File: src/hw/rtl/bale_pkg.sv
// ============================================================================
// bale_pkg
// Shared sizes, codes and types of the bounded array list engine.
// ============================================================================
package bale_pkg;

  // Store geometry
  localparam int unsigned DEPTH      = 256;
  localparam int unsigned ELEM_WIDTH = 32;
  localparam int unsigned ADDR_W     = (DEPTH > 1) ? $clog2(DEPTH) : 1;
  localparam int unsigned CNT_W      = $clog2(DEPTH + 1);

  // Port field widths
  localparam int unsigned OP_W     = 2;
  localparam int unsigned IDX_W    = 8;
  localparam int unsigned VAL_W    = 32;
  localparam int unsigned STATUS_W = 2;
  localparam int unsigned COUNT_W  = 9;

  // Width for comparing an index against the element count
  localparam int unsigned CMP_W = (CNT_W > IDX_W) ? CNT_W : IDX_W;

  typedef enum logic [OP_W-1:0] {
    OP_APPEND = 2'd0,
    OP_READ   = 2'd1,
    OP_WRITE  = 2'd2,
    OP_REMOVE = 2'd3
  } op_e;

  typedef enum logic [STATUS_W-1:0] {
    ST_OK    = 2'd0,
    ST_RANGE = 2'd1,
    ST_FULL  = 2'd2
  } status_e;

  // Access to the element store: write port and read port
  typedef struct packed {
    logic                  we;
    logic [ADDR_W-1:0]     waddr;
    logic [ELEM_WIDTH-1:0] wdata;
    logic                  re;
    logic [ADDR_W-1:0]     raddr;
  } mem_req_t;

  // One result as handed to the output register
  typedef struct packed {
    logic [VAL_W-1:0]    read_value;
    logic [STATUS_W-1:0] status;
    logic [COUNT_W-1:0]  count;
  } res_t;

endpackage

File: src/hw/rtl/bale_ctrl.sv
// ============================================================================
// bale_ctrl
// Request sequencer: decodes operations, keeps the element count, drives the
// element store and runs the shift-down loop of a remove.
// ============================================================================
module bale_ctrl (
  input  logic                         clk_i,
  input  logic                         rst_ni,
  input  logic                         in_valid_i,
  output logic                         in_stall_o,
  input  logic [bale_pkg::OP_W-1:0]    op_i,
  input  logic [bale_pkg::IDX_W-1:0]   index_i,
  input  logic [bale_pkg::VAL_W-1:0]   value_i,
  output bale_pkg::mem_req_t           mem_o,
  input  logic [bale_pkg::ELEM_WIDTH-1:0] rdata_i,
  input  logic                         out_free_i,
  output logic                         push_o,
  output bale_pkg::res_t               res_o
);
  import bale_pkg::*;

  typedef enum logic [3:0] {
    S_IDLE  = 4'b0001,
    S_READ  = 4'b0010,
    S_SHIFT = 4'b0100,
    S_DONE  = 4'b1000
  } state_e;

  state_e                state_q, state_d;
  logic [CNT_W-1:0]      cnt_q, cnt_d;
  logic [CNT_W-1:0]      ptr_q, ptr_d;
  logic                  pend_q, pend_d;
  logic [ADDR_W-1:0]     paddr_q, paddr_d;
  logic [ELEM_WIDTH-1:0] rval_q, rval_d;
  status_e               rstat_q, rstat_d;

  logic idx_ok;
  logic full;

  assign idx_ok     = CMP_W'(index_i) < CMP_W'(cnt_q);
  assign full       = (cnt_q == CNT_W'(DEPTH));
  assign in_stall_o = (state_q != S_IDLE);

  // Sequence one request at a time
  always_comb begin
    state_d = state_q;
    cnt_d   = cnt_q;
    ptr_d   = ptr_q;
    pend_d  = pend_q;
    paddr_d = paddr_q;
    rval_d  = rval_q;
    rstat_d = rstat_q;
    mem_o   = '0;
    push_o  = 1'b0;
    res_o   = '0;

    unique case (state_q)
      S_IDLE: begin
        if (in_valid_i) begin
          rval_d  = '0;
          rstat_d = ST_OK;
          state_d = S_DONE;
          unique case (op_e'(op_i))
            OP_APPEND: begin
              if (full) begin
                rstat_d = ST_FULL;
              end else begin
                mem_o.we    = 1'b1;
                mem_o.waddr = cnt_q[ADDR_W-1:0];
                mem_o.wdata = ELEM_WIDTH'(value_i);
                cnt_d       = cnt_q + CNT_W'(1);
              end
            end
            OP_READ: begin
              if (!idx_ok) begin
                rstat_d = ST_RANGE;
              end else begin
                mem_o.re    = 1'b1;
                mem_o.raddr = ADDR_W'(index_i);
                state_d     = S_READ;
              end
            end
            OP_WRITE: begin
              if (!idx_ok) begin
                rstat_d = ST_RANGE;
              end else begin
                mem_o.we    = 1'b1;
                mem_o.waddr = ADDR_W'(index_i);
                mem_o.wdata = ELEM_WIDTH'(value_i);
              end
            end
            OP_REMOVE: begin
              if (!idx_ok) begin
                rstat_d = ST_RANGE;
              end else begin
                ptr_d   = CNT_W'(index_i) + CNT_W'(1);
                pend_d  = 1'b0;
                state_d = S_SHIFT;
              end
            end
            default: begin
              rstat_d = ST_RANGE;
            end
          endcase
        end
      end

      // Forward read data straight out, or hold it if the output is busy
      S_READ: begin
        if (out_free_i) begin
          push_o           = 1'b1;
          res_o.read_value = VAL_W'(rdata_i);
          res_o.status     = ST_OK;
          res_o.count      = COUNT_W'(cnt_q);
          state_d          = S_IDLE;
        end else begin
          rval_d  = rdata_i;
          rstat_d = ST_OK;
          state_d = S_DONE;
        end
      end

      // Read entry ptr while writing the previous one a place lower
      S_SHIFT: begin
        if (pend_q) begin
          mem_o.we    = 1'b1;
          mem_o.waddr = paddr_q;
          mem_o.wdata = rdata_i;
        end
        if (ptr_q < cnt_q) begin
          mem_o.re    = 1'b1;
          mem_o.raddr = ptr_q[ADDR_W-1:0];
          pend_d      = 1'b1;
          paddr_d     = ADDR_W'(ptr_q - CNT_W'(1));
          ptr_d       = ptr_q + CNT_W'(1);
        end else begin
          pend_d  = 1'b0;
          cnt_d   = cnt_q - CNT_W'(1);
          rval_d  = '0;
          rstat_d = ST_OK;
          state_d = S_DONE;
        end
      end

      // Hand the held result to the output register
      S_DONE: begin
        if (out_free_i) begin
          push_o           = 1'b1;
          res_o.read_value = VAL_W'(rval_q);
          res_o.status     = rstat_q;
          res_o.count      = COUNT_W'(cnt_q);
          state_d          = S_IDLE;
        end
      end

      default: begin
        state_d = S_IDLE;
      end
    endcase
  end

  // Control state
  always_ff @(posedge clk_i or negedge rst_ni) begin
    if (!rst_ni) begin
      state_q <= S_IDLE;
      cnt_q   <= '0;
      pend_q  <= 1'b0;
    end else begin
      state_q <= state_d;
      cnt_q   <= cnt_d;
      pend_q  <= pend_d;
    end
  end

  // Payload registers
  always_ff @(posedge clk_i) begin
    ptr_q   <= ptr_d;
    paddr_q <= paddr_d;
    rval_q  <= rval_d;
    rstat_q <= rstat_d;
  end

`ifndef SYNTHESIS
  a_push_free: assert property (@(posedge clk_i) disable iff (!rst_ni)
    push_o |-> out_free_i)
    else $error("result pushed while output register busy");

  a_cnt_bound: assert property (@(posedge clk_i) disable iff (!rst_ni)
    cnt_q <= CNT_W'(DEPTH))
    else $error("element count above capacity");

  a_cnt_step: assert property (@(posedge clk_i) disable iff (!rst_ni)
    !$stable(cnt_q) |-> (cnt_q == $past(cnt_q) + CNT_W'(1) ||
                         cnt_q == $past(cnt_q) - CNT_W'(1)))
    else $error("element count moved by more than one");

  a_no_rw_clash: assert property (@(posedge clk_i) disable iff (!rst_ni)
    (mem_o.we && mem_o.re) |-> (mem_o.waddr != mem_o.raddr))
    else $error("store read and written at the same entry");

  a_shift_pend: assert property (@(posedge clk_i) disable iff (!rst_ni)
    pend_q |-> ($past(state_q) == S_SHIFT && state_q == S_SHIFT))
    else $error("pending shift write outside the shift loop");
`endif

endmodule

File: config.mk
export PLATFORM = sky130hd
export DESIGN_NAME = bale_ctrl
export DESIGN_NICKNAME = d
export VERILOG_FILES = /design/src/hw/rtl/bale_pkg.sv /design/src/hw/rtl/bale_ctrl.sv
export SDC_FILE = /design/constraint.sdc
export NUM_CORES = 1
export LEC_CHECK = 0
export BUFFER_PORTS_ARGS = -buffer_cell sky130_fd_sc_hd__buf_2
export CORE_MARGIN = 4
export CORE_UTILIZATION = 54
export DETAILED_ROUTE_END_ITERATION = 10
export PLACE_DENSITY_LB_ADDON = 0.3
export SYNTH_ARGS = -nofsm -noshare
export SYNTH_HDL_FRONTEND = slang
export SYNTH_SLANG_ARGS = --single-unit
File: constraint.sdc
create_clock -name clk_i -period 10.3 [get_ports clk_i]
set_input_delay 1.03 -clock clk_i [delete_from_list [all_inputs] [get_ports clk_i]]
set_output_delay 1.03 -clock clk_i [all_outputs]
set_load 0.05 [all_outputs]
* Word level (Yosys, flattened, before mapping)
Cells that the tools add are included.
** Operators by class
- Add/sub/neg operators :: 5
- Mux-type cells :: 48
- Equal/unequal tests :: 18
- Reductions and logical operators :: 11
- Order comparisons :: 2
** Operator list (number)
- 41-bit two-way mux :: 3
- 50-bit one-hot mux with 2 select lines :: 1
- 9-bit two-way mux :: 11
- 32-bit two-way mux :: 3
- 32-bit one-hot mux with 3 select lines :: 1
- 43-bit two-way mux :: 2
- 43-bit one-hot mux with 2 select lines :: 1
- 41-bit one-hot mux with 2 select lines :: 1
- 50-bit two-way mux :: 1
- 9-bit one-hot mux with 2 select lines :: 2
- 4-bit two-way mux :: 6
- 9-bit by 1-bit adder with 9-bit output, second input constant :: 2
- 4-bit one-hot mux with 4 select lines :: 1
- 2-bit != test, second input constant :: 7
- 5-bit AND reduction :: 2
- 8-bit by 1-bit adder with 9-bit output, second input constant :: 1
- 9-bit equality test, second input constant :: 1
- 8-bit by 9-bit < comparator with 1-bit output :: 1
- 9-bit < comparator :: 1
- 9-bit by 1-bit subtractor with 9-bit output, second input constant :: 1
- 2-bit two-way mux :: 4
- 4-bit one-hot mux with 2 select lines :: 1
- 4-bit AND reduction :: 2
- 8-bit by 1-bit subtractor with 8-bit output, second input constant :: 1
- other kinds (19) :: 27
** Storage, ports and cells
- Register bits after elaboration :: 65

* Depth between registers and ports, before layout
Gate-level depths: netlist of the first run.
- Depth in word-level cells :: 5
- Gate-level depth with buffers :: 10
- Depth with buffers taken out :: 9

* Worst setup path after synthesis of the first run
No wires, ideal clock.
- Path kind :: register to register
- Start point :: reg ptr_q[3]
- End point :: reg rstat_q[0] (enable)
- Setup slack :: 4.962 ns
- Data arrival time :: 4.828 ns
- Setup time :: 0.510 ns
- Period minus slack after synthesis :: 5.338 ns
- Stages on the path, launching flop included :: 8
- Cell sequence :: edfxtp_1 > ha_1 > o21a_1 > o21ai_0 > o21bai_1 > a211oi_1 > buf_2 > nor4_1
** Between the ends
- Word-level cells in the longest chain between the ends :: 3
** Ends and longest elaborated chain
- from (decl) :: RTL line bale_ctrl.sv:31 : logic [CNT_W-1:0] ptr_q, ptr_d;
- from (signal assigned) :: RTL line bale_ctrl.sv:177 : ptr_q <= ptr_d;
- 9-bit < comparator :: RTL line bale_ctrl.sv:130 : if (ptr_q < cnt_q) begin
- 2-bit != test (no line)
- 4-bit AND reduction (no line)
- to (signal assigned) :: RTL line bale_ctrl.sv:180 : rstat_q <= rstat_d;
- to (decl) :: RTL line bale_ctrl.sv:35 : status_e rstat_q, rstat_d;
No other way between the ends.
A chain may end at the register's enable or synchronous reset.

==> results by group, run 1 <==
Global route
  • Total global-route track usage: about 25%
  • First-pass GRT wire length: approximately 20 mm
  • Number of global-route vias before repair: a little over 4k
  • GR Overflow Total: 0
  • Initial antenna violation count: 1
  • Pin count of the biggest net entering global routing: 38

Clock network
  • H-tree depth: 3
  • Hold Buf Count CTS: 0
  • Clk Latency, worst-skew pair: between 0.3 and 0.4 ns
  • CTS buffer count: 9
  • CTS Buffer Depth: 2
  • Clock Tree Root: clkbuf_8
  • CTS clk-pin slew, worst paths: roughly 0.07 ns
  • Post-CTS Setup Bufs: 0
  • Sink Count: between 60 and 70
  • CTS resizes: 0
  • CTS tree: built

Setup path
  • Required time worst endpoint: 9.27 ns
  • Setup crit end kind: primary output
  • Critical Setup Path Class: flop to primary output
  • CP arrival: about 3.8 ns
  • Crit-path max FO: 22
  • Worst Setup Start Kind: flop

Synthesis
  • Largest family of logic cells by synthesized area: compound AO/OA/AOI/OAI gates
  • Synth Area in Adders: between 7 and 8%
  • Ys async rst share: a little over a fifth
  • YS warnings: 0
  • Post-synthesis xor/xnor area fraction: under 10%
  • Syn Inst Count: 436
  • Yosys cell types: 58
  • Synth Area in Compound Gates: a little under a quarter
  • Top FF cell, synth: edfxtp_1
  • Avg Inst Size Synth: roughly 10 sq um
  • EDFF count, synth: ~50
  • Simple-Gate Fraction of Synth Area: between 10% and 20%
  • Syn Nets: approximately 540
  • Netlist Area Pre-Place: between 4000 and 5000 sq um
  • Mux cell area share after synthesis: under 10%
  • Yosys reg bits: between 60 and 70
  • Seq/Total Area, Yosys: approximately two fifths

Placed design
  • Setup WS pre-CTS: about 5.7 ns
  • IO Port Bufs: ~170
  • HPWL after detailed placement: 9.626 mm
  • Gpl congestion: between 0.8 and 0.9

Route
  • Drt pass-1 iters: 4
  • Met1 WL: between 4 and 5 mm
  • Post-route DRC violation count: 0
  • 1st-iter DRT viols: 194
  • WL met3: around 1000 um
  • Vias: around 4.2k
  • Met2 WL post-DR: roughly 6.5 mm
  • Max layer used: met4
  • Wire per inst: ~18 um
  • Drt via density: between 5 and 6
  • Antenna-violating nets left: 0
  • Routed Wire Length: about 13 mm

Pwr
  • Combinational share of power: 44.8%
  • Total power: between 0.001 and 0.0015 W
  • Pint: around 0.0007 W
  • Pwr dens: 216.9 nW/um^2
  • Switching Share: 43.17%
  • Clock Power Share: between 15 and 20%
  • P_leak: around 2.7 nW
  • Switching power total: around 0.00053 W
  • Sequential share of power: between 30 and 40%
  • Worst IR Drop VDD: roughly 0.11 mV

Layout
  • Layout Nets: ~700
  • Area delta synth->final: 25.04%
  • Storage cell area: between 1500 and 2000 sq um
  • # fillers: around 630
  • Multi-input logic area: between 2000 and 2500 sq um
  • Layout cells sized above 1: roughly two fifths

Timing
  • Total negative slack: 0 ns
  • Clock Skew: between 0.01 and 0.015 ns
  • Fin crit share: 47.02%
  • Hold Vio Cnt, Final: 0
  • F_max: slightly above 0.2 GHz
  • Worst Max-Slew Pin Slew: between 1 and 1.5 ns
  • RSZ-0062 raised after global routing: false
  • Max Slew Vio Count: 0
  • # setup viols final: 0
  • Worst slew margin: a little under a quarter
  • Tmin final: 4.843 ns
  • Final WS setup: approximately 5.5 ns

Die
  • Die area: approximately 9800 sq um
  • Initial core utilization: a little under three fifths
  • Row count: 33
  • Die W: approximately 100 um
  • I/O pin cnt: 173
  • Die height: 99.21 um
  • Core area: between 8000 and 9000 sq um

Hold path
  • Worst Hold Class: flop to flop

Run
  • Max_cap viols: 0

Outcome
  • Outcome: complete, no violations
[cells in the final DEF (no fill, tap or decap), drive strengths merged, types with 4 or more instances in the layout]
cell    instances
buf           178
a22o           56
edfxtp         51
and2           37
nor2           36
a21oi          25
ha             24
inv            20
nand2          20
o21ai          19
mux2i          13
dfrtp          13
clkbuf         12
xor2           11
xnor2          10
a22oi           8
nand3           7
nor3            7
nand2b          5
nor4            5
o21bai          4
[routing by layer]
layer | vias to the layer above | GRT usage [%]
met5 | - | 0
met4 | 0 | 11.66
met3 | 37 | 6.381
li1 | 1957 | -
met2 | 174 | 44.94
met1 | 1996 | 28.69
[critical path: stages (launching register included)]
cell and delay (ns):
dfrtp_1 0.46, or4b_1 0.96, inv_2 0.42, and2_1 0.77, buf_4 0.38, a22o_2 0.19, buf_2 0.26
[layout make-up]
| cell class | instances | share of cell area, % |
|---|---|---|
| Inverter | 20 | 1.337 |
| Sequential cell | 65 | 33.53 |
| Antenna cell | 1 | 0.04455 |
| Clock buffer | 12 | 2.406 |
| Multi-Input combinational cell | 326 | 43.42 |
| Timing Repair Buffer | 178 | 16.13 |
| Tap cell | 105 | 2.339 |
| Clock inverter | 4 | 0.8020 |
[power by group through the flow]
stage	sequential, W	combinational, W	clock [W]
finish	0.000463	0.000546	0.000209
global route	0.000472	0.000591	0.000224
CTS	0.000461	0.000545	0.000211
detailed placement	0.000467	0.000543	0
global placement	0.000463	0.000524	0
floorplan	0.000454	0.000413	0
[final timing paths]
kind | from | to | slack, ns | depth (start not counted)
setup / recovery | state_q[1]$_DFFE_PN0P_ | mem_o[19] | 5.46 | 6
hold / removal | pend_q$_DFFE_PN0P_ | pend_q$_DFFE_PN0P_ | 0.51 | 1
setup reg to reg | state_q[1]$_DFFE_PN0P_ | cnt_q[7]$_DFFE_PN0P_ | 6.89 | 9
hold reg to reg | pend_q$_DFFE_PN0P_ | pend_q$_DFFE_PN0P_ | 0.51 | 1
max in group asynchronous | rst_ni | state_q[0]$_DFFE_PN1P_ | 9.41 | 1
min in group asynchronous | rst_ni | cnt_q[1]$_DFFE_PN0P_ | 0.57 | 1
[flip-flops by register name (all words and copies together) (netlist names)]
| signal | flops |
|---|---|
| cnt_q | 9 |
| state_q | 4 |
| pend_q | 1 |
| ptr_q | 9 |
| paddr_q | 8 |
| rstat_q | 2 |
| rval_q | 32 |
[per-stage QoR]
| stage | std cells | cell area, sq um | hold slack, ns | utilization (%) |
|---|---|---|---|---|
| after floorplan | 436 | 4492 | 0.4753 | - |
| after global placement | 694 | 5434 | 0.4837 | 66.81 |
| after detailed placement | 694 | 5434 | 0.4990 | 66.81 |
| after CTS | 710 | 5614 | 0.5142 | 69.02 |
| after global routing | 711 | 5617 | 0.5474 | 69.05 |
| final | 711 | 5617 | 0.5121 | 69.05 |
[kinds of logic after synthesis]
| kind of cell | Yosys count |
|---|---|
| AO/OA/AOI/OAI | 129 |
| XOR/XNOR | 21 |
| adder cells (fa/ha/maj) | 25 |
| buffers and inverters | 45 |
| flip-flops | 65 |
| multiplexers | 16 |
| AND/OR/NAND/NOR | 135 |
[synth_stat cells (2+ instances only)]
library cell | count | share of area [%]
a211oi_1 | 2 | 0.33
buf_2 | 2 | 0.22
xor2_1 | 11 | 2.1
mux2i_1 | 13 | 2.9
mux2_2 | 3 | 0.75
o22ai_1 | 2 | 0.28
a22o_2 | 31 | 6.9
buf_1 | 3 | 0.25
xnor2_1 | 10 | 1.9
o21bai_1 | 4 | 0.67
nand4_1 | 2 | 0.28
a2111oi_4 | 2 | 1.2
o21ai_0 | 17 | 1.9
nand2b_1 | 5 | 0.70
nor4_1 | 5 | 0.70
nor3_1 | 6 | 0.67
a21oi_1 | 25 | 2.8
nor4b_1 | 2 | 0.39
dfrtp_1 | 13 | 7.2
nor3b_1 | 2 | 0.33
nand2_1 | 19 | 1.6
edfxtp_1 | 51 | 34
inv_1 | 19 | 1.6
nor2_1 | 36 | 3.0
and3_1 | 2 | 0.28
buf_6 | 3 | 0.75
nand3_1 | 7 | 0.78
ha_1 | 24 | 6.7
a22oi_1 | 8 | 1.3
clkbuf_1 | 17 | 1.4
or2_2 | 2 | 0.28
o21a_1 | 3 | 0.50
a22o_1 | 25 | 4.9
and2_1 | 36 | 5.0
(Power assumes the default switching activity.)
==> inputs of run 2 (changes only) <==
--- a/config.mk
+++ b/config.mk
@@ -5,9 +5,10 @@
 export SDC_FILE = /design/constraint.sdc
 export NUM_CORES = 1
 export LEC_CHECK = 0
+export ABC_AREA = 1
 export BUFFER_PORTS_ARGS = -buffer_cell sky130_fd_sc_hd__buf_2
 export CORE_MARGIN = 4
-export CORE_UTILIZATION = 54
+export CORE_UTILIZATION = 52
 export DETAILED_ROUTE_END_ITERATION = 10
 export PLACE_DENSITY_LB_ADDON = 0.3
 export SYNTH_ARGS = -nofsm -noshare
==> constraint.sdc (replaced) <==
create_clock -name clk_i -period 4.61 [get_ports clk_i]
set_input_delay 0.461 -clock clk_i [delete_from_list [all_inputs] [get_ports clk_i]]
set_output_delay 0.461 -clock clk_i [all_outputs]
set_load 0.05 [all_outputs]
==> results by group, run 2 <==
Die
  • Die W: 106.6 um (was 99.21 um)
  • Die area: 11,370 sq um (was 9842 sq um)
  • Initial core utilization: 53.98% (was 55.22%)
  • I/O pin cnt: 173 (unchanged)
  • Die height: 106.6 um (was 99.21 um)
  • Core area: 9371 sq um (was 8134 sq um)
  • Row count: 35 (was 33)

Setup path
  • Required time worst endpoint: 4.15 ns (was 9.27 ns)
  • Reg2reg end: rval_q[12]$_SDFFCE_PN0P_ (was cnt_q[7]$_DFFE_PN0P_)
  • Reg2reg setup slack: 1.73 ns (was 6.89 ns)
  • CP arrival: 3.07 ns (was 3.81 ns)
  • Setup crit end kind: primary output (unchanged)
  • Worst Setup Start Kind: flop (unchanged)
  • Crit-path max FO: 33 (was 22)
  • Crit Reg-Reg Startpoint: state_q[2]$_DFFE_PN0P_ (was state_q[1]$_DFFE_PN0P_)
  • Critical Setup Path Class: flop to primary output (unchanged)
  • Reg2Reg Depth: 5 (was 9)

Global route
  • GR Overflow Total: 0 (unchanged)
  • Number of global-route vias before repair: 4,817 (was 4,126)
  • Total global-route track usage: 25.67% (was 25.39%)
  • Pin count of the biggest net entering global routing: 41 (was 38)
  • Initial antenna violation count: 0 (was 1)
  • First-pass GRT wire length: 23.37 mm (was 20.04 mm)

Pwr
  • Pwr dens: 479.0 nW/um^2 (was 216.9 nW/um^2)
  • Worst IR Drop VDD: 0.2720 mV (was 0.1124 mV)
  • P_leak: 3.391 nW (was 2.686 nW)

Timing
  • Fin crit share: roughly 77%
  • Worst Max-Slew Pin Slew: 1.110 ns (was 1.142 ns)
  • Max Slew Vio Count: 0 (unchanged)
  • Tmin final: 3.531 ns
  • RSZ-0062 raised after global routing: false (unchanged)
  • Hold Vio Cnt, Final: 0 (unchanged)
  • F_max: between 0.2 and 0.3 GHz
  • Clock Skew: 0.009965 ns (was 0.01427 ns)
  • Total negative slack: 0 ns (unchanged)
  • Worst slew margin: 25.90% (was 23.78%)
  • # setup viols final: 0 (unchanged)

Placed design
  • IO Port Bufs: 172 (unchanged)
  • Placed insts: 977 (was 694)
  • HPWL after detailed placement: 11.40 mm (was 9.626 mm)
  • Gpl congestion: 0.9505 (was 0.8515)

Synthesis
  • Top cells by area, synth: edfxtp_1 30%, nand2_1 18%, nand3_1 6.8% (was edfxtp_1 34%, dfrtp_1 7.2%, a22o_2 6.9%)
  • Syn Inst Count: 703 (was 436)
  • Mux cell area share after synthesis: 0% (was 3.649%)
  • EDFF count, synth: 51 (unchanged)
  • Seq/Total Area, Yosys: 37.22% (was 41.92%)
  • Yosys reg bits: 65 (unchanged)
  • Synth Area in Compound Gates: 8.335% (was 22.59%)
  • Commonest cells in the netlist: 249 x nand2_1, 85 x inv_1, 69 x nand3_1, 51 x edfxtp_1, 49 x nor2_1 (was 51 x edfxtp_1, 36 x and2_1, 36 x nor2_1, 31 x a22o_2)
  • Most frequent cell after synthesis: nand2_1 (was edfxtp_1)
  • YS warnings: 0 (unchanged)
  • Avg Inst Size Synth: 7.196 sq um (was 10.30 sq um)
  • Yosys cell types: 41 (was 58)
  • Synth area leader: edfxtp_1 (unchanged)
  • Post-synthesis xor/xnor area fraction: 2.424% (was 4.095%)
  • Synth Area in Adders: 6.332% (was 7.131%)
  • Netlist Area Pre-Place: 5059 sq um (was 4492 sq um)
  • Top-area cell type share of the netlist area: 30.27% (was 34.09%)
  • Top FF cell, synth: edfxtp_1 (unchanged)
  • Syn Nets: 806 (was 539)
  • Simple-Gate Fraction of Synth Area: 35.64% (was 16.30%)
  • Ys async rst share: 21.54% (unchanged)
  • Largest family of logic cells by synthesized area: simple AND/OR/NAND/NOR gates (was compound AO/OA/AOI/OAI gates)

Layout
  • Storage cell area: 1883 sq um (unchanged)
  • Largest regs: rval_q: 32 flops, cnt_q: 9 flops, ptr_q: 9 flops (unchanged)
  • # fillers: 826 (was 634)
  • Antenna diodes: 0 (was 1)
  • Non-filler cells, final: 993 (was 711)
  • Max FFs per register: 32 (unchanged)
  • Layout Nets: 962 (was 703)
  • Post-Route Utilization: 65.34% (was 69.05%)
  • Layout cells sized above 1: 25.93% (was 40.66%)
  • Most frequent cells in the layout: 249 x nand2_1, 172 x buf_2, 85 x inv_1, 69 x nand3_1, 51 x edfxtp_1 (was 172 x buf_2, 51 x edfxtp_1, 36 x and2_1, 35 x nor2_1, 31 x a22o_2)
  • Leading cell type in the layout, fill and taps excluded: nand2_1 (was buf_2)
  • Largest Register: rval_q (unchanged)
  • Multi-input logic area: 2681 sq um (was 2439 sq um)
  • Area delta synth->final: 21.05% (was 25.04%)

Route
  • 1st-iter DRT viols: 379 (was 194)
  • Drt via density: 5.181 (was 5.857)
  • Wire per inst: 14.77 um (was 18.01 um)
  • Vias: 5,145 (was 4,164)
  • Drt pass-1 iters: 5 (was 4)
  • Antenna-violating nets left: 0 (unchanged)
  • Post-route DRC violation count: 0 (unchanged)
  • Routed Wire Length: 14.66 mm (was 12.81 mm)

Clock network
  • Clk Latency, worst-skew pair: 0.35 ns (was 0.36 ns)
  • CTS Buffer Depth: 2 (unchanged)
  • Clock Tree Root: clkbuf_8 (unchanged)
  • CTS clk-pin slew, worst paths: 0.07 ns (about the same)
  • Post-CTS Setup Bufs: 0 (unchanged)
  • Hold Buf Count CTS: 0 (unchanged)
  • CTS tree: built (unchanged)
  • H-tree depth: 3 (unchanged)
  • CTS buffer count: 9 (unchanged)
  • CTS resizes: 0 (unchanged)
  • Sink Count: 65 (unchanged)

Run
  • Max_cap viols: 0 (unchanged)

Hold path
  • Worst Hold Class: primary input to async pin (was flop to flop)

Outcome
  • Outcome: complete, no violations (unchanged)
==> run 2: cell types whose count changed in the layout (fill, tap and decap cells not counted), sizes merged, moves of 36 or more <==
cell / before / now
a22o: 56 / 0
and2: 37 / 1
inv: 20 / 90
nand2: 20 / 255
nand3: 7 / 72
==> run 2: worst max-delay path by stage <==
stage,start,to,slack (ns),depth (start not counted)
floorplan,cnt_q[8]$_DFFE_PN0P_,rstat_q[0]$_SDFFCE_PP0P_,1.44,8
global placement,index_i[4],mem_o[39],1.51,12
detailed placement,index_i[4],mem_o[9],1.42,12
CTS,cnt_q[2]$_DFFE_PN0P_,mem_o[9],1.07,12
global route,cnt_q[2]$_DFFE_PN0P_,mem_o[30],0.85,12
finish,cnt_q[2]$_DFFE_PN0P_,mem_o[30],1.08,12
==> run 2: per-stage QoR <==
step,setup slack (ns),total power (W),hold slack [ns],area [sq um]
floorplan,1.445,0.002135,0.1654,5059
global placement,1.514,0.002417,0.3839,5934
detailed placement,1.416,0.002460,0.3909,5934
CTS,1.074,0.002931,0.01482,6123
global route,0.8550,0.003147,0.03010,6123
finish,1.079,0.002933,0.005976,6123
==> run 2: report_power, final <==
group          total, W  switching, W  internal, W
Combinational   0.00137      0.000990     0.000376
Sequential      0.00109      0.000144     0.000945
Clock          0.000478      0.000229     0.000249
Total           0.00293       0.00136      0.00157
==> run 2: area by class of cell <==
class | count | area share (%)
inverter | 90 | 5.558
clock buffer | 11 | 2.145
timing repair buffer | 173 | 14.18
multi-input combinational | 520 | 43.79
clock inverter | 5 | 0.9399
sequential | 65 | 30.75
tap | 129 | 2.636
==> run 2: logic make-up after synthesis <==
kind of cell	count (synthesis)
adders and majority gates	25
DFF	65
xor gates and xnor gates	14
AOI/OAI and AO/OA	71
and+or+nand+nor	410
buffers and inverters	118
==> run 2: worst max-delay path, stage by stage, from the launching register on <==
cell and delay, ns:
dfrtp_1 0.47, inv_1 0.16, ha_1 0.34, nand2_1 0.07, nand2_1 0.06, a21oi_1 0.14
nand2_1 0.07, nand2_1 0.24, nand3_2 0.11, nand2_2 0.50, nand3_1 0.19, nand2_1 0.09
buf_2 0.26
==> run 2: routing by layer <==
metal | track usage, % | up-vias | wire length (um)
li1 | - | 2588 | -
met1 | 32.21 | 2322 | 6056
met2 | 46.04 | 218 | 7244
met3 | 4.154 | 17 | 1148
met4 | 6.393 | 0 | 214
met5 | 0 | - | 0
==> inputs of run 3 (changes only) <==
--- a/config.mk
+++ b/config.mk
@@ -8,7 +8,7 @@
 export ABC_AREA = 1
 export BUFFER_PORTS_ARGS = -buffer_cell sky130_fd_sc_hd__buf_2
 export CORE_MARGIN = 4
-export CORE_UTILIZATION = 52
+export CORE_UTILIZATION = 47
 export DETAILED_ROUTE_END_ITERATION = 10
 export PLACE_DENSITY_LB_ADDON = 0.3
 export SYNTH_ARGS = -nofsm -noshare
==> constraint.sdc (replaced) <==
create_clock -name clk_i -period 3.2 [get_ports clk_i]
set_input_delay 0.32 -clock clk_i [delete_from_list [all_inputs] [get_ports clk_i]]
set_output_delay 0.32 -clock clk_i [all_outputs]
set_load 0.05 [all_outputs]
==> results by group, run 3 (same netlist as run 2, synthesis figures left out) <==
Outcome
  • Outcome: complete, no violations (unchanged)

Setup path
  • Worst Setup Start Kind: flop (unchanged)
  • Critical Setup Path Class: flop to primary output (unchanged)
  • Crit-path max FO: 33 (unchanged)
  • Crit Reg-Reg Startpoint: cnt_q[7]$_DFFE_PN0P_ (was state_q[2]$_DFFE_PN0P_)
  • CP arrival: 2.70 ns (was 3.07 ns)
  • Required time worst endpoint: 2.88 ns (was 4.15 ns)
  • Reg2reg end: rval_q[1]$_SDFFCE_PN0P_ (was rval_q[12]$_SDFFCE_PN0P_)
  • Setup crit end kind: primary output (unchanged)
  • Reg2Reg Depth: 9 (was 5)
  • Reg2reg setup slack: 0.71 ns (was 1.73 ns)

Global route
  • Total global-route track usage: 23.57% (was 25.67%)
  • Pin count of the biggest net entering global routing: 42 (was 41)
  • GR Overflow Total: 0 (unchanged)
  • Number of global-route vias before repair: 4,868 (was 4,817)
  • Initial antenna violation count: 0 (unchanged)
  • First-pass GRT wire length: 24.17 mm (was 23.37 mm)

Die
  • Die height: 111.7 um (was 106.6 um)
  • Die area: 12,490 sq um (was 11,370 sq um)
  • Initial core utilization: 48.56% (was 53.98%)
  • Core area: 10,420 sq um (was 9371 sq um)
  • I/O pin cnt: 173 (unchanged)
  • Die W: 111.7 um (was 106.6 um)
  • Row count: 37 (was 35)

Timing
  • Worst slew margin: 61.70% (was 25.90%)
  • Hold Vio Cnt, Final: 0 (unchanged)
  • Fin crit share: ~94%
  • Worst Max-Slew Pin Slew: 0.5724 ns (was 1.110 ns)
  • Max Slew Vio Count: 0 (unchanged)
  • RSZ-0062 raised after global routing: false (unchanged)
  • F_max: ~0.33 GHz
  • Total negative slack: 0 ns (unchanged)
  • Tmin final: about 3.0 ns
  • # setup viols final: 0 (unchanged)
  • Clock Skew: 0.01171 ns (was 0.009965 ns)
  • Final WS setup: 0.1798 ns (was 1.079 ns)

Layout
  • Leading cell type in the layout, fill and taps excluded: nand2_1 (unchanged)
  • Area delta synth->final: 24.19% (was 21.05%)
  • Layout Nets: 976 (was 962)
  • Layout cells sized above 1: 27.22% (was 25.93%)
  • Post-Route Utilization: 60.31% (was 65.34%)
  • Antenna diodes: 0 (unchanged)
  • Final instance area: 6282 sq um (was 6123 sq um)
  • Non-filler cells, final: 1,014 (was 993)
  • # fillers: 1,001 (was 826)
  • Largest regs: rval_q: 32 flops, cnt_q: 9 flops, ptr_q: 9 flops (unchanged)
  • Largest Register: rval_q (unchanged)
  • Max FFs per register: 32 (unchanged)
  • Most frequent cells in the layout: 249 x nand2_1, 172 x buf_2, 85 x inv_1, 69 x nand3_1, 51 x edfxtp_1 (unchanged)

Placed design
  • Placed instance area: 6061 sq um (was 5934 sq um)
  • Setup WS pre-CTS: 0.4828 ns (was 1.416 ns)
  • Placed insts: 997 (was 977)
  • IO Port Bufs: 172 (unchanged)
  • Gpl congestion: 0.9697 (was 0.9505)
  • HPWL after detailed placement: 11.57 mm (was 11.40 mm)

Run
  • Max_cap viols: 0 (unchanged)

Hold path
  • Worst Hold Class: primary input to flop (was primary input to async pin)
  • Cell count of the worst hold path: 3
  • Hold path endpoint: rval_q[11]$_SDFFCE_PN0P_
  • Hold wc startpoint: rdata_i[11]

Pwr
  • Switching power total: 0.002025 W (was 0.001363 W)
  • Clock Power Share: 16.5% (was 16.3%)
  • Combinational share of power: 48.6% (was 46.6%)
  • Sequential share of power: 34.9% (was 37.1%)
  • P_leak: 3.486 nW (was 3.391 nW)
  • Worst IR Drop VDD: 0.3346 mV (was 0.2720 mV)
  • Pwr dens: 696.5 nW/um^2 (was 479.0 nW/um^2)
  • Switching Share: 46.29% (was 46.46%)
  • Pint: 0.002350 W (was 0.001570 W)

Clock network
  • H-tree depth: 3 (unchanged)
  • CTS tree: built (unchanged)
  • Sink Count: 65 (unchanged)
  • CTS Buffer Depth: 2 (unchanged)
  • Clk Latency, worst-skew pair: 0.34 ns (was 0.35 ns)
  • CTS buffer count: 9 (unchanged)
  • Clock Tree Root: clkbuf_8 (unchanged)
  • CTS clk-pin slew, worst paths: 0.08 ns (was 0.07 ns)
  • Post-CTS Setup Bufs: 0 (unchanged)

Route
  • Vias: 5,259 (was 5,145)
  • Routed Wire Length: 15.20 mm (was 14.66 mm)
  • Drt pass-1 iters: 6 (was 5)
  • Wire per inst: 14.99 um (was 14.77 um)
  • 1st-iter DRT viols: 626 (was 379)
  • Drt via density: 5.186 (was 5.181)
  • Antenna-violating nets left: 0 (unchanged)
  • Post-route DRC violation count: 0 (unchanged)
run 3: cell count changes in the layout (fill, tap and decap cells not counted), sizes merged:
| cell | previous run | this run |
|---|---|---|
| clkbuf | 11 | 9 |
| dlygate4sd3 | 0 | 1 |
| clkinvlp | 3 | 1 |
| clkinv | 1 | 4 |
| inv | 90 | 91 |
| buf | 173 | 186 |
run 3: area by class of cell:
type                       instances  area [sq um]  share of cell area (%)
sequential                        65          1883                   29.97
clock inverter                     7         80.08                   1.275
multi-input combinational        520          2676                   42.60
inverter                          90         340.3                   5.417
clock buffer                       9         123.9                   1.972
tap                              136         170.2                   2.709
timing repair buffer             187          1008                   16.05
run 3: routing by layer:
layer	routed length (um)	up-vias	global-route usage (%)
met5	0	-	0
met4	313	0	5.758
met3	1406	37	5.000
met2	7237	262	40.05
met1	6245	2356	30.72
li1	-	2604	-
run 3: critical path, cell delays in order, from the launching register on:
cell and delay, ns:
dfrtp_1 0.42, inv_1 0.11, ha_1 0.30, nand2_1 0.12, inv_1 0.07, a21oi_1 0.13, nand2_1 0.06, nand2_1 0.22
nand3_2 0.10, nand2_2 0.09, buf_8 0.23, nand3_1 0.13, nand2_1 0.09, buf_2 0.26
run 3: worst max-delay path by stage:
stage | from | endpoint | cells past startpoint
4_1_cts | cnt_q[4]$_DFFE_PN0P_ | mem_o[33] | 13
3_5_place_dp | cnt_q[4]$_DFFE_PN0P_ | mem_o[33] | 13
6_report | cnt_q[4]$_DFFE_PN0P_ | mem_o[33] | 13
5_1_grt | cnt_q[7]$_DFFE_PN0P_ | mem_o[1] | 11
2_1_floorplan | cnt_q[8]$_DFFE_PN0P_ | rstat_q[0]$_SDFFCE_PP0P_ | 8
3_3_place_gp | cnt_q[4]$_DFFE_PN0P_ | mem_o[33] | 13
run 3: power by group through the flow:
stage	Sequential (W)	Combinational, W	Clock (W)
5_1_grt	0.00155	0.00235	0.000773
3_5_place_dp	0.00154	0.00210	0
6_report	0.00153	0.00213	0.000722
2_1_floorplan	0.00152	0.00156	0
4_1_cts	0.00152	0.00211	0.000738
3_3_place_gp	0.00153	0.00208	0
run 3: per-stage QoR:
step	hold WS (ns)	total power, W
after floorplan	0.02441	0.003076
after global placement	0.2523	0.003607
after detailed placement	0.2534	0.003643
after CTS	0.2678	0.004375
after global routing	0.2869	0.004679
final	0.2782	0.004376
run 3: repair_timing:
action	4_1_cts	5_1_grt
hold endpoints to repair	13	0
setup endpoints to repair	0	33
resized for setup	0	2
hold buffers	1	0
